**src/rtl/md2_pkg.sv**
```systemverilog
`timescale 1ns / 1ps

package md2_pkg;

    localparam int BLK    = 16;
    localparam int WIDE   = 48;
    localparam int ROUNDS = 18;
    localparam int K_W    = $clog2(WIDE);
    localparam int R_W    = $clog2(ROUNDS);
    localparam int F_W    = $clog2(BLK);
    localparam int PAD_W  = F_W + 1;

    typedef enum logic [2:0] {
        ST_IDLE,
        ST_PAD,
        ST_LOAD,
        ST_ROUNDS,
        ST_OUT
    } md2_state_t;

    // which kind of block is being folded into the state
    typedef enum logic [1:0] {
        PH_MSG,
        PH_PADBLK,
        PH_FINAL
    } md2_phase_t;

    localparam logic [7:0] SBOX [256] = '{
        8'd41,  8'd46,  8'd67,  8'd201, 8'd162, 8'd216, 8'd124, 8'd1,
        8'd61,  8'd54,  8'd84,  8'd161, 8'd236, 8'd240, 8'd6,   8'd19,
        8'd98,  8'd167, 8'd5,   8'd243, 8'd192, 8'd199, 8'd115, 8'd140,
        8'd152, 8'd147, 8'd43,  8'd217, 8'd188, 8'd76,  8'd130, 8'd202,
        8'd30,  8'd155, 8'd87,  8'd60,  8'd253, 8'd212, 8'd224, 8'd22,
        8'd103, 8'd66,  8'd111, 8'd24,  8'd138, 8'd23,  8'd229, 8'd18,
        8'd190, 8'd78,  8'd196, 8'd214, 8'd218, 8'd158, 8'd222, 8'd73,
        8'd160, 8'd251, 8'd245, 8'd142, 8'd187, 8'd47,  8'd238, 8'd122,
        8'd169, 8'd104, 8'd121, 8'd145, 8'd21,  8'd178, 8'd7,   8'd63,
        8'd148, 8'd194, 8'd16,  8'd137, 8'd11,  8'd34,  8'd95,  8'd33,
        8'd128, 8'd127, 8'd93,  8'd154, 8'd90,  8'd144, 8'd50,  8'd39,
        8'd53,  8'd62,  8'd204, 8'd231, 8'd191, 8'd247, 8'd151, 8'd3,
        8'd255, 8'd25,  8'd48,  8'd179, 8'd72,  8'd165, 8'd181, 8'd209,
        8'd215, 8'd94,  8'd146, 8'd42,  8'd172, 8'd86,  8'd170, 8'd198,
        8'd79,  8'd184, 8'd56,  8'd210, 8'd150, 8'd164, 8'd125, 8'd182,
        8'd118, 8'd252, 8'd107, 8'd226, 8'd156, 8'd116, 8'd4,   8'd241,
        8'd69,  8'd157, 8'd112, 8'd89,  8'd100, 8'd113, 8'd135, 8'd32,
        8'd134, 8'd91,  8'd207, 8'd101, 8'd230, 8'd45,  8'd168, 8'd2,
        8'd27,  8'd96,  8'd37,  8'd173, 8'd174, 8'd176, 8'd185, 8'd246,
        8'd28,  8'd70,  8'd97,  8'd105, 8'd52,  8'd64,  8'd126, 8'd15,
        8'd85,  8'd71,  8'd163, 8'd35,  8'd221, 8'd81,  8'd175, 8'd58,
        8'd195, 8'd92,  8'd249, 8'd206, 8'd186, 8'd197, 8'd234, 8'd38,
        8'd44,  8'd83,  8'd13,  8'd110, 8'd133, 8'd40,  8'd132, 8'd9,
        8'd211, 8'd223, 8'd205, 8'd244, 8'd65,  8'd129, 8'd77,  8'd82,
        8'd106, 8'd220, 8'd55,  8'd200, 8'd108, 8'd193, 8'd171, 8'd250,
        8'd36,  8'd225, 8'd123, 8'd8,   8'd12,  8'd189, 8'd177, 8'd74,
        8'd120, 8'd136, 8'd149, 8'd139, 8'd227, 8'd99,  8'd232, 8'd109,
        8'd233, 8'd203, 8'd213, 8'd254, 8'd59,  8'd0,   8'd29,  8'd57,
        8'd242, 8'd239, 8'd183, 8'd14,  8'd102, 8'd88,  8'd208, 8'd228,
        8'd166, 8'd119, 8'd114, 8'd248, 8'd235, 8'd117, 8'd75,  8'd10,
        8'd49,  8'd68,  8'd80,  8'd180, 8'd143, 8'd237, 8'd31,  8'd26,
        8'd219, 8'd153, 8'd141, 8'd51,  8'd159, 8'd17,  8'd131, 8'd20
    };

endpackage

```
**src/rtl/md2_if.sv**
```systemverilog
`timescale 1ns / 1ps

interface md2_in_if;
    logic       valid;
    logic       ready;
    logic [7:0] data_byte;
    logic       byte_valid;
    logic       last;

    modport source (output valid, output data_byte, output byte_valid, output last,
                    input ready);
    modport sink   (input valid, input data_byte, input byte_valid, input last,
                    output ready);
endinterface

interface md2_out_if;
    logic       valid;
    logic       ready;
    logic [7:0] digest_byte;
    logic       digest_last;

    modport source (output valid, output digest_byte, output digest_last, input ready);
    modport sink   (input valid, input digest_byte, input digest_last, output ready);
endinterface

```
**src/rtl/md2_hash_engine.sv**
```systemverilog
`timescale 1ns / 1ps

// MD2 digest engine (RFC 1319). Each input request may carry one message byte
// and an end mark. The 48-byte state is a rotating byte line passed through
// one S-table lookup per cycle. Every completed 16-byte block is first loaded
// (block bytes and checksum update shifted in) and then run through 18 rounds
// over the 48-byte state, during which no request is taken. On the end mark,
// padding appends 16 minus the pending byte count bytes (16 when none are
// pending), then the pad block and the checksum block are each loaded and run
// through the rounds in the same way, and the 16 digest bytes follow, byte 0
// first, one per accepted output request. After the last digest byte the
// state is clear for a new message.
module md2_hash_engine (
    input  logic      clk,
    input  logic      rst_n,
    md2_in_if.sink    in_ch,
    md2_out_if.source out_ch
);
    import md2_pkg::*;

    md2_state_t       state_reg, state_next;
    md2_phase_t       phase_reg, phase_next;

    logic [7:0]       h_reg [WIDE];
    logic [7:0]       h_next [WIDE];
    logic [7:0]       c_reg [BLK];
    logic [7:0]       c_next [BLK];
    logic [7:0]       m_reg [BLK];
    logic [7:0]       m_next [BLK];
    logic [7:0]       x_reg [BLK];
    logic [7:0]       x_next [BLK];

    logic [F_W-1:0]   fill_reg, fill_next;
    logic [K_W-1:0]   k_reg, k_next;
    logic [R_W-1:0]   r_reg, r_next;
    logic [7:0]       t_reg, t_next;
    logic [PAD_W-1:0] pad_reg, pad_next;
    logic             end_reg, end_next;

    logic             in_acc, out_acc, blk_full, k_last, r_last;
    logic [F_W-1:0]   fill_inc;
    logic [7:0]       src, sbox_idx, sbox_out, mixed, csum_new;

    assign in_acc   = in_ch.valid && in_ch.ready;
    assign out_acc  = out_ch.valid && out_ch.ready;
    assign blk_full = in_acc && in_ch.byte_valid && (fill_reg == F_W'(BLK - 1));
    assign fill_inc = fill_reg + F_W'(in_ch.byte_valid);
    assign k_last   = (k_reg == K_W'(WIDE - 1));
    assign r_last   = (r_reg == R_W'(ROUNDS - 1));

    assign src      = (phase_reg == PH_FINAL) ? c_reg[0] : m_reg[0];
    assign sbox_idx = (state_reg == ST_LOAD) ? (m_reg[0] ^ t_reg) : t_reg;
    assign sbox_out = SBOX[sbox_idx];
    assign mixed    = h_reg[0] ^ sbox_out;
    assign csum_new = c_reg[0] ^ sbox_out;

    // next state
    always_comb
    begin
        state_next = state_reg;
        unique case (state_reg)
            ST_IDLE:
            begin
                if (blk_full)
                    state_next = ST_LOAD;
                else if (in_acc && in_ch.last)
                    state_next = ST_PAD;
            end
            ST_PAD:
            begin
                if (fill_reg == F_W'(BLK - 1))
                    state_next = ST_LOAD;
            end
            ST_LOAD:
            begin
                if (k_last)
                    state_next = ST_ROUNDS;
            end
            ST_ROUNDS:
            begin
                if (k_last && r_last)
                begin
                    unique case (phase_reg)
                        PH_MSG:    state_next = end_reg ? ST_PAD : ST_IDLE;
                        PH_PADBLK: state_next = ST_LOAD;
                        PH_FINAL:  state_next = ST_OUT;
                        default:   state_next = ST_IDLE;
                    endcase
                end
            end
            ST_OUT:
            begin
                if (out_acc && (k_reg[F_W-1:0] == F_W'(BLK - 1)))
                    state_next = ST_IDLE;
            end
            default: state_next = ST_IDLE;
        endcase
    end

    // handshake outputs
    always_comb
    begin
        in_ch.ready        = (state_reg == ST_IDLE);
        out_ch.valid       = (state_reg == ST_OUT);
        out_ch.digest_byte = h_reg[0];
        out_ch.digest_last = (k_reg[F_W-1:0] == F_W'(BLK - 1));
    end

    // datapath
    always_comb
    begin
        h_next     = h_reg;
        c_next     = c_reg;
        m_next     = m_reg;
        x_next     = x_reg;
        fill_next  = fill_reg;
        k_next     = k_reg;
        r_next     = r_reg;
        t_next     = t_reg;
        pad_next   = pad_reg;
        end_next   = end_reg;
        phase_next = phase_reg;

        unique case (state_reg)
            ST_IDLE:
            begin
                if (in_acc)
                begin
                    if (in_ch.byte_valid)
                    begin
                        for (int i = 0; i < BLK - 1; i++)
                            m_next[i] = m_reg[i+1];
                        m_next[BLK-1] = in_ch.data_byte;
                    end
                    fill_next  = fill_inc;
                    end_next   = in_ch.last;
                    phase_next = PH_MSG;
                    pad_next   = PAD_W'(BLK) - {1'b0, fill_inc};
                    t_next     = c_reg[BLK-1];
                    k_next     = '0;
                end
            end
            ST_PAD:
            begin
                for (int i = 0; i < BLK - 1; i++)
                    m_next[i] = m_reg[i+1];
                m_next[BLK-1] = 8'(pad_reg);
                fill_next     = fill_reg + F_W'(1);
                phase_next    = PH_PADBLK;
                t_next        = c_reg[BLK-1];
                k_next        = '0;
            end
            ST_LOAD:
            begin
                for (int i = 0; i < WIDE - 1; i++)
                    h_next[i] = h_reg[i+1];
                if (k_reg < K_W'(BLK))
                begin
                    // lower third passes through; stash block ^ state for the top third
                    h_next[WIDE-1] = h_reg[0];
                    for (int i = 0; i < BLK - 1; i++)
                        x_next[i] = x_reg[i+1];
                    x_next[BLK-1] = src ^ h_reg[0];
                    for (int i = 0; i < BLK - 1; i++)
                        c_next[i] = c_reg[i+1];
                    if (phase_reg == PH_FINAL)
                        c_next[BLK-1] = c_reg[0];
                    else
                    begin
                        c_next[BLK-1] = csum_new;
                        t_next        = csum_new;
                    end
                end
                else if (k_reg < K_W'(2 * BLK))
                begin
                    h_next[WIDE-1] = src;
                    if (phase_reg == PH_FINAL)
                    begin
                        for (int i = 0; i < BLK - 1; i++)
                            c_next[i] = c_reg[i+1];
                        c_next[BLK-1] = c_reg[0];
                    end
                end
                else
                begin
                    h_next[WIDE-1] = x_reg[0];
                    for (int i = 0; i < BLK - 1; i++)
                        x_next[i] = x_reg[i+1];
                    x_next[BLK-1] = x_reg[0];
                end
                if (k_reg < K_W'(2 * BLK))
                begin
                    for (int i = 0; i < BLK - 1; i++)
                        m_next[i] = m_reg[i+1];
                    m_next[BLK-1] = m_reg[0];
                end
                k_next = k_last ? '0 : k_reg + K_W'(1);
                if (k_last)
                begin
                    t_next = '0;
                    r_next = '0;
                end
            end
            ST_ROUNDS:
            begin
                for (int i = 0; i < WIDE - 1; i++)
                    h_next[i] = h_reg[i+1];
                h_next[WIDE-1] = mixed;
                t_next = mixed;
                k_next = k_last ? '0 : k_reg + K_W'(1);
                if (k_last)
                begin
                    t_next = mixed + 8'(r_reg);
                    r_next = r_last ? '0 : r_reg + R_W'(1);
                    if (r_last)
                    begin
                        unique case (phase_reg)
                            PH_MSG:
                            begin
                                pad_next = PAD_W'(BLK);
                                end_next = 1'b0;
                            end
                            PH_PADBLK:
                            begin
                                phase_next = PH_FINAL;
                                t_next     = c_reg[BLK-1];
                            end
                            default: ;
                        endcase
                    end
                end
            end
            ST_OUT:
            begin
                if (out_acc)
                begin
                    for (int i = 0; i < WIDE - 1; i++)
                        h_next[i] = h_reg[i+1];
                    h_next[WIDE-1] = h_reg[0];
                    k_next = k_reg + K_W'(1);
                    if (k_reg[F_W-1:0] == F_W'(BLK - 1))
                    begin
                        for (int i = 0; i < WIDE; i++)
                            h_next[i] = '0;
                        for (int i = 0; i < BLK; i++)
                            c_next[i] = '0;
                        fill_next = '0;
                        k_next    = '0;
                    end
                end
            end
            default: ;
        endcase
    end

    always_ff @(posedge clk or negedge rst_n)
    begin
        if (!rst_n)
        begin
            state_reg <= ST_IDLE;
            phase_reg <= PH_MSG;
            fill_reg  <= '0;
            k_reg     <= '0;
            r_reg     <= '0;
            end_reg   <= 1'b0;
            for (int i = 0; i < WIDE; i++)
                h_reg[i] <= '0;
            for (int i = 0; i < BLK; i++)
                c_reg[i] <= '0;
        end
        else
        begin
            state_reg <= state_next;
            phase_reg <= phase_next;
            fill_reg  <= fill_next;
            k_reg     <= k_next;
            r_reg     <= r_next;
            end_reg   <= end_next;
            h_reg     <= h_next;
            c_reg     <= c_next;
        end
    end

    always_ff @(posedge clk)
    begin
        m_reg   <= m_next;
        x_reg   <= x_next;
        t_reg   <= t_next;
        pad_reg <= pad_next;
    end

    a_no_overlap: assert property (@(posedge clk) disable iff (!rst_n)
        !(in_ch.ready && out_ch.valid))
        else $error("input taken while digest is streaming");

    a_load_aligned: assert property (@(posedge clk) disable iff (!rst_n)
        (state_reg == ST_LOAD) |-> (fill_reg == '0))
        else $error("block load started with partial fill");

    a_rounds_hold_fill: assert property (@(posedge clk) disable iff (!rst_n)
        (state_reg == ST_ROUNDS) |=> $stable(fill_reg))
        else $error("fill count moved during rounds");

    a_out_after_final: assert property (@(posedge clk) disable iff (!rst_n)
        (state_reg == ST_ROUNDS && state_next == ST_OUT) |-> (phase_reg == PH_FINAL))
        else $error("digest emitted before checksum block");

    a_clear_after_digest: assert property (@(posedge clk) disable iff (!rst_n)
        (out_acc && out_ch.digest_last) |=> (in_ch.ready && fill_reg == '0))
        else $error("engine not cleared after digest");

endmodule
```
**src/flat_wrapper.sv**
```systemverilog
// flat-port wrapper written by rule: the top's interface ports become plain ports
module md2_hash_engine_flat import md2_pkg::*;
  (clk, rst_n, in_ch_valid, in_ch_data_byte, in_ch_byte_valid, in_ch_last, in_ch_ready, out_ch_valid, out_ch_digest_byte, out_ch_digest_last, out_ch_ready);
  md2_in_if in_ch_i ();
  md2_out_if out_ch_i ();
  input  logic clk;
  input  logic rst_n;
  input wire logic [$bits(in_ch_i.valid)-1:0] in_ch_valid;
  input wire logic [$bits(in_ch_i.data_byte)-1:0] in_ch_data_byte;
  input wire logic [$bits(in_ch_i.byte_valid)-1:0] in_ch_byte_valid;
  input wire logic [$bits(in_ch_i.last)-1:0] in_ch_last;
  output wire logic [$bits(in_ch_i.ready)-1:0] in_ch_ready;
  output wire logic [$bits(out_ch_i.valid)-1:0] out_ch_valid;
  output wire logic [$bits(out_ch_i.digest_byte)-1:0] out_ch_digest_byte;
  output wire logic [$bits(out_ch_i.digest_last)-1:0] out_ch_digest_last;
  input wire logic [$bits(out_ch_i.ready)-1:0] out_ch_ready;
  assign in_ch_i.valid = in_ch_valid;
  assign in_ch_i.data_byte = in_ch_data_byte;
  assign in_ch_i.byte_valid = in_ch_byte_valid;
  assign in_ch_i.last = in_ch_last;
  assign in_ch_ready = in_ch_i.ready;
  assign out_ch_valid = out_ch_i.valid;
  assign out_ch_digest_byte = out_ch_i.digest_byte;
  assign out_ch_digest_last = out_ch_i.digest_last;
  assign out_ch_i.ready = out_ch_ready;
  md2_hash_engine u_core (.clk(clk), .rst_n(rst_n), .in_ch(in_ch_i), .out_ch(out_ch_i));
endmodule
```
**config.mk**
```make
export PLATFORM = sky130hd
export DESIGN_NAME = md2_hash_engine_flat
export DESIGN_NICKNAME = d
export VERILOG_FILES = /design/src/rtl/md2_pkg.sv /design/src/rtl/md2_if.sv /design/src/rtl/md2_hash_engine.sv /design/src/flat_wrapper.sv
export SDC_FILE = /design/constraint.sdc
export NUM_CORES = 1
export LEC_CHECK = 0
export BUFFER_PORTS_ARGS = -buffer_cell sky130_fd_sc_hd__buf_2
export CAP_MARGIN = 20
export CORE_UTILIZATION = 60
export DETAILED_ROUTE_END_ITERATION = 8
export GPL_ROUTABILITY_DRIVEN = 1
export PLACE_DENSITY = 0.78
export REMOVE_ABC_BUFFERS = 1
export SLEW_MARGIN = 20
export SYNTH_ARGS = -nofsm -noshare
export SYNTH_HDL_FRONTEND = slang
export SYNTH_SLANG_ARGS = --single-unit
```
**constraint.sdc**
```tcl
create_clock -name clk -period 9.7 [get_ports clk]
set_input_delay 1.94 -clock clk [delete_from_list [all_inputs] [get_ports clk]]
set_output_delay 1.94 -clock clk [all_outputs]
set_load 0.005 [all_outputs]
```
==> metrics, run 1 <==
number of global-route vias before repair=20600; critical path class=reg2reg; hold_ws=407 ps; grt met3 use=0.0486; overall routed net length=80600 µm; Max Slew Vio Count=0; die area=0.0557 mm²; Final Wtd Congestion=0.997; r2r setup slk=2670 ps; initial antenna violation count=0; largest net degree at the start of global routing=281; IO Count=25; clk slew on worst S/H paths=60 ps; Synth Register Bits=802; clk root buf=clkbuf_16; first-pass GRT wire length=125000 µm; Critical Path RT=10160 ps; most used routing layer=met2; Syn Std Cell Area=0.0329 mm²; Synth top area share=0.406; WP data arrival=7490 ps; die height=236 µm; Reg2Reg Depth=21; Residual DRC=0; Final Core Density=0.666; Max Cap Viol=0; Filler cells=3690; DR vias/cell=6.77; RSZ-0062 raised after global routing=no; Netlist cell types=90; GRT Util Overall=0.293; RR Endpoint=u_core.t_reg[6]; Synthesis Warnings=0; share of layout cells above drive strength 1=0.0995; ys async rst share=0.665; detailed placement HPWL=46900 µm; Top FF cell, synth=dfrtp_1; total CTS buffers=80; GR Util met1=0.432; Row Count=85; register area=0.0214 mm²; commonest cells in the netlist=dfrtp_1, a22o_1, edfxtp_1; HP Class=reg2reg; Slew HR=0.207; CP Launch Type=register; DR iter-0 viols=2409; Tightest Pin Transition=1190 ps; GRT overflow=0; post-synthesis sequential area ratio=0.651; Post-synth EDFFs=269; largest area contributor in the netlist=dfrtp_1; chip width=236 µm; CTS tree=yes; critical path peak fanout=32; wire per inst=25.7 µm; total setup buffers inserted after CTS=0; status=completed; Clock Tree Buf Depth=3; crit path from=u_core.state_reg[0]; Hold Vio Cnt, Final=0; Layout Nets=2425; Layout area overhead=9.52%; max reg flops=376; hold-fix buffers at CTS=0; synthesized instance count=2460; quantity of gates resized following cts=0; Fmax=0.142 GHz; core area=0.0540 mm²; via count=21300; synth top area cells=dfrtp_1, edfxtp_1, a22o_1, clkbuf_1, nand2_1; met2 global-route usage=0.434; DRT Pass-1 Iters=8; endpoint type of the worst setup path=register; H-Tree Depth=3; later-pin clock latency in the skew report=650 ps; min cycle time layout=7030 ps; CTS sink count=802; Starting Density=0.608; Final setup viols=0; Max Clock Skew=33.6 ps; Ant. Diodes=0; Buffers on Ports=24; antenna-violating nets left=0; Multi-input gate area=0.0104 mm²; reg2reg start=u_core.state_reg[0]; most common cell in the synthesized netlist=dfrtp_1; syn_area_per_cell=13.4 µm²; Worst Setup EP=u_core.t_reg[6]; Tcrit/Tclk final=0.725
per-stage QoR:
stage | TNS, ps | setup slack [ps] | instances | area (µm²)
3_3_place_gp | 0 | 2980 | 2994 | 33300
5_1_grt | 0 | 2300 | 3138 | 36000
2_1_floorplan | -4869340 | -10140 | 2236 | 31800
3_5_place_dp | 0 | 2860 | 2994 | 33300
4_1_cts | 0 | 2840 | 3137 | 36000
6_report | 0 | 2670 | 3138 | 36000
kinds of logic after synthesis:
| logic type | after synthesis | synth area share |
|---|---|---|
| mux | 32 | 0.0118 |
| buf+inv | 248 | 0.0352 |
| flops | 802 | 0.651 |
| compound gates | 901 | 0.217 |
| xor+xnor | 45 | 0.0156 |
| simple gates | 402 | 0.0573 |
| fa+ha+maj | 30 | 0.0116 |
layout by cell type, fill, tap and decap left out, types with 23 or more instances in the layout:
master,Yosys,layout
dfrtp_1,533,533
a211oi_1,25,23
nand3_1,46,46
o21ai_0,76,76
nor2_1,114,113
nor3_1,26,25
edfxtp_1,269,269
ha_1,29,29
buf_2,22,23
a21oi_1,85,84
a22o_1,505,505
buf_4,26,33
clkbuf_16,0,82
nand2_1,135,134
mux2i_1,23,23
worst min-delay path by stage:
stage	from	end	slack [ps]	cells after the start
floorplan	u_core.m_reg[92]	u_core.m_reg[100]	400	0
global placement	u_core.m_reg[101]	u_core.m_reg[109]	400	0
detailed placement	u_core.m_reg[106]	u_core.m_reg[114]	400	0
CTS	u_core.x_reg[64]	u_core.x_reg[72]	400	0
global route	u_core.x_reg[58]	u_core.x_reg[66]	410	0
finish	u_core.x_reg[64]	u_core.x_reg[72]	410	0
per-layer routing:
metal | vias to the layer above | wire [µm]
met5 | - | 0
met4 | 0 | 3270
met3 | 190 | 4650
met2 | 771 | 36700
met1 | 11000 | 36000
li1 | 9300 | -
worst max-delay path, stage by stage (launching register included):
cell and delay (ps):
dfrtp_1 960, and4bb_2 350, xnor2_4 630, ha_1 610
or2_2 420, mux2i_1 730, nor2_1 160, a221oi_1 330
a211oi_1 80, a211oi_1 230, o21ai_1 160, nand2_1 190
xnor2_1 220, ha_1 240, inv_1 60, fa_1 400
nor2b_1 170, a221oi_1 140, nor2b_1 160, o21ai_0 110
o31a_1 260, o311ai_2 200
area by class of cell:
| type | count | share of cell area |
|---|---|---|
| sequential | 802 | 0.595 |
| multi-input combinational | 1410 | 0.290 |
| clock buffer | 113 | 0.0641 |
| tap | 696 | 0.0242 |
| timing repair buffer | 63 | 0.0138 |
| clock inverter | 30 | 0.0107 |
| inverter | 24 | 0.00257 |
Power of run 1 is not shown: default switching activity piles up to over one toggle a cycle in this logic, so the estimate is an artifact.
==> inputs of run 2 (changes only) <==
Clock period 9.7 ns to 6.5 ns, I/O delays scaled along.
==> metrics, run 2 (synthesis results as in run 1) <==
Filler cells=3715; most common cell after layout, fill and taps aside=dfrtp_1; r2r setup slk=680 ps; RSZ-0062 raised after global routing=no; chip width=236 µm; Max Cap Viol=0; Critical Path RT=6930 ps; largest net degree at the start of global routing=280; critical path peak fanout=11; Reg2Reg Depth=22; clk slew on worst S/H paths=60 ps; Final setup viols=0; Placed Cells=3038; Fmax=0.172 GHz; min cycle time layout=5820 ps; die area=0.0557 mm²; critical path class=reg2reg; die height=236 µm; GRT Util Overall=0.290; H-Tree Depth=3; number of global-route vias before repair=21100; endpoint type of the worst setup path=register; WP data arrival=6260 ps; IO Count=25; CTS sink count=802; detailed placement HPWL=48900 µm; Hold Path Stages=0; DRT Pass-1 Iters=6; total CTS buffers=78; Starting Density=0.608; crit path from=u_core.state_reg[1]; first-pass GRT wire length=125000 µm; Hold Vio Cnt, Final=0; core area=0.0540 mm²; Layout area overhead=10.4%; via count=21400; wire per inst=25.0 µm; DR iter-0 viols=2468; share of layout cells above drive strength 1=0.116; HP Class=reg2reg; RR Endpoint=u_core.t_reg[6]; hold path start=u_core.x_reg[68]; Layout Nets=2467; Residual DRC=0; hold-fix buffers at CTS=0; Row Count=85; Final Core Density=0.672; final non-filler cell total=3186; Tightest Pin Transition=1190 ps; max reg flops=376; Slew HR=0.205; Final Wtd Congestion=0.990; clk root buf=clkbuf_16; GRT overflow=0; commonest cells after routing, fill and taps aside=dfrtp_1, a22o_1, edfxtp_1; Tcrit/Tclk final=0.896; antenna-violating nets left=0; DR vias/cell=6.70; Max Clock Skew=28.0 ps; later-pin clock latency in the skew report=630 ps; reg2reg start=u_core.state_reg[1]; status=completed; initial antenna violation count=2; dpl cell area=0.0336 mm²; Max Slew Vio Count=0; total setup buffers inserted after CTS=0; overall routed net length=79700 µm; Clock Tree Buf Depth=3; Hold EP=u_core.x_reg[76]; quantity of gates resized following cts=0; CTS tree=yes; Buffers on Ports=24; Finished Cell Area=0.0363 mm²; CP Launch Type=register
-- run 2: changes by cell type in the layout (fill, tap and decap cells not counted), moves of 2 or more --
cell / before / now
xnor2_2: 7 / 5
clkinv_1: 4 / 9
clkinv_4: 0 / 4
clkbuf_8: 14 / 10
xnor2_4: 3 / 5
clkbuf_16: 82 / 80
clkinv_8: 3 / 1
clkbuf_1: 17 / 11
clkinv_2: 11 / 15
clkinvlp_4: 2 / 6
buf_4: 33 / 77
-- run 2: final cells by class --
cell class,instances,area (µm²),area share
sequential,802,21400,0.590
multi-input combinational,1410,10400,0.288
clock buffer,102,2190,0.0603
tap,696,871,0.0240
timing repair buffer,107,836,0.0230
clock inverter,44,442,0.0122
inverter,24,92.6,0.00255
antenna,1,2.50,0.0000690
-- run 2: how the worst max path moves through the flow --
stage / endpoint / slack, ps / cells after the start
after floorplan: u_core.c_reg[0] / -13340 / 4
after global placement: u_core.t_reg[4] / 910 / 17
after detailed placement: u_core.t_reg[6] / 880 / 22
after CTS: u_core.t_reg[6] / 840 / 22
after global routing: u_core.t_reg[6] / 280 / 22
final: u_core.t_reg[6] / 680 / 22
-- run 2: critical path: stages, from the launching register on --
cell and delay, ps:
dfrtp_1 440, and4bb_1 260, xnor2_2 550, ha_1 420, or2_2 320, mux2i_1 290
buf_4 200, nor2_1 70, a221oi_1 310, a211oi_1 100, a211oi_1 380, o21ai_1 180
nand2_1 190, xnor2_1 190, ha_1 230, inv_1 60, fa_1 400, nor2b_1 170
a221oi_1 130, nor2b_1 160, o21ai_0 90, o31a_1 260, o311ai_2 200
-- run 2: metal layers --
layer,track usage,vias to the layer above,routed length [µm]
met5,0,-,0
met4,0.129,0,3290
met3,0.0461,199,5090
met2,0.427,802,36000
met1,0.431,11000,35400
li1,-,9403,-
-- run 2: through the flow --
step	TNS [ps]	hold WS, ps	setup slack (ps)
final	0	395	677
after global routing	0	406	277
after floorplan	-6618900	400	-13340
after CTS	0	392	842
after global placement	0	400	908
after detailed placement	0	405	885
Power of run 2 is left out for the same reason.
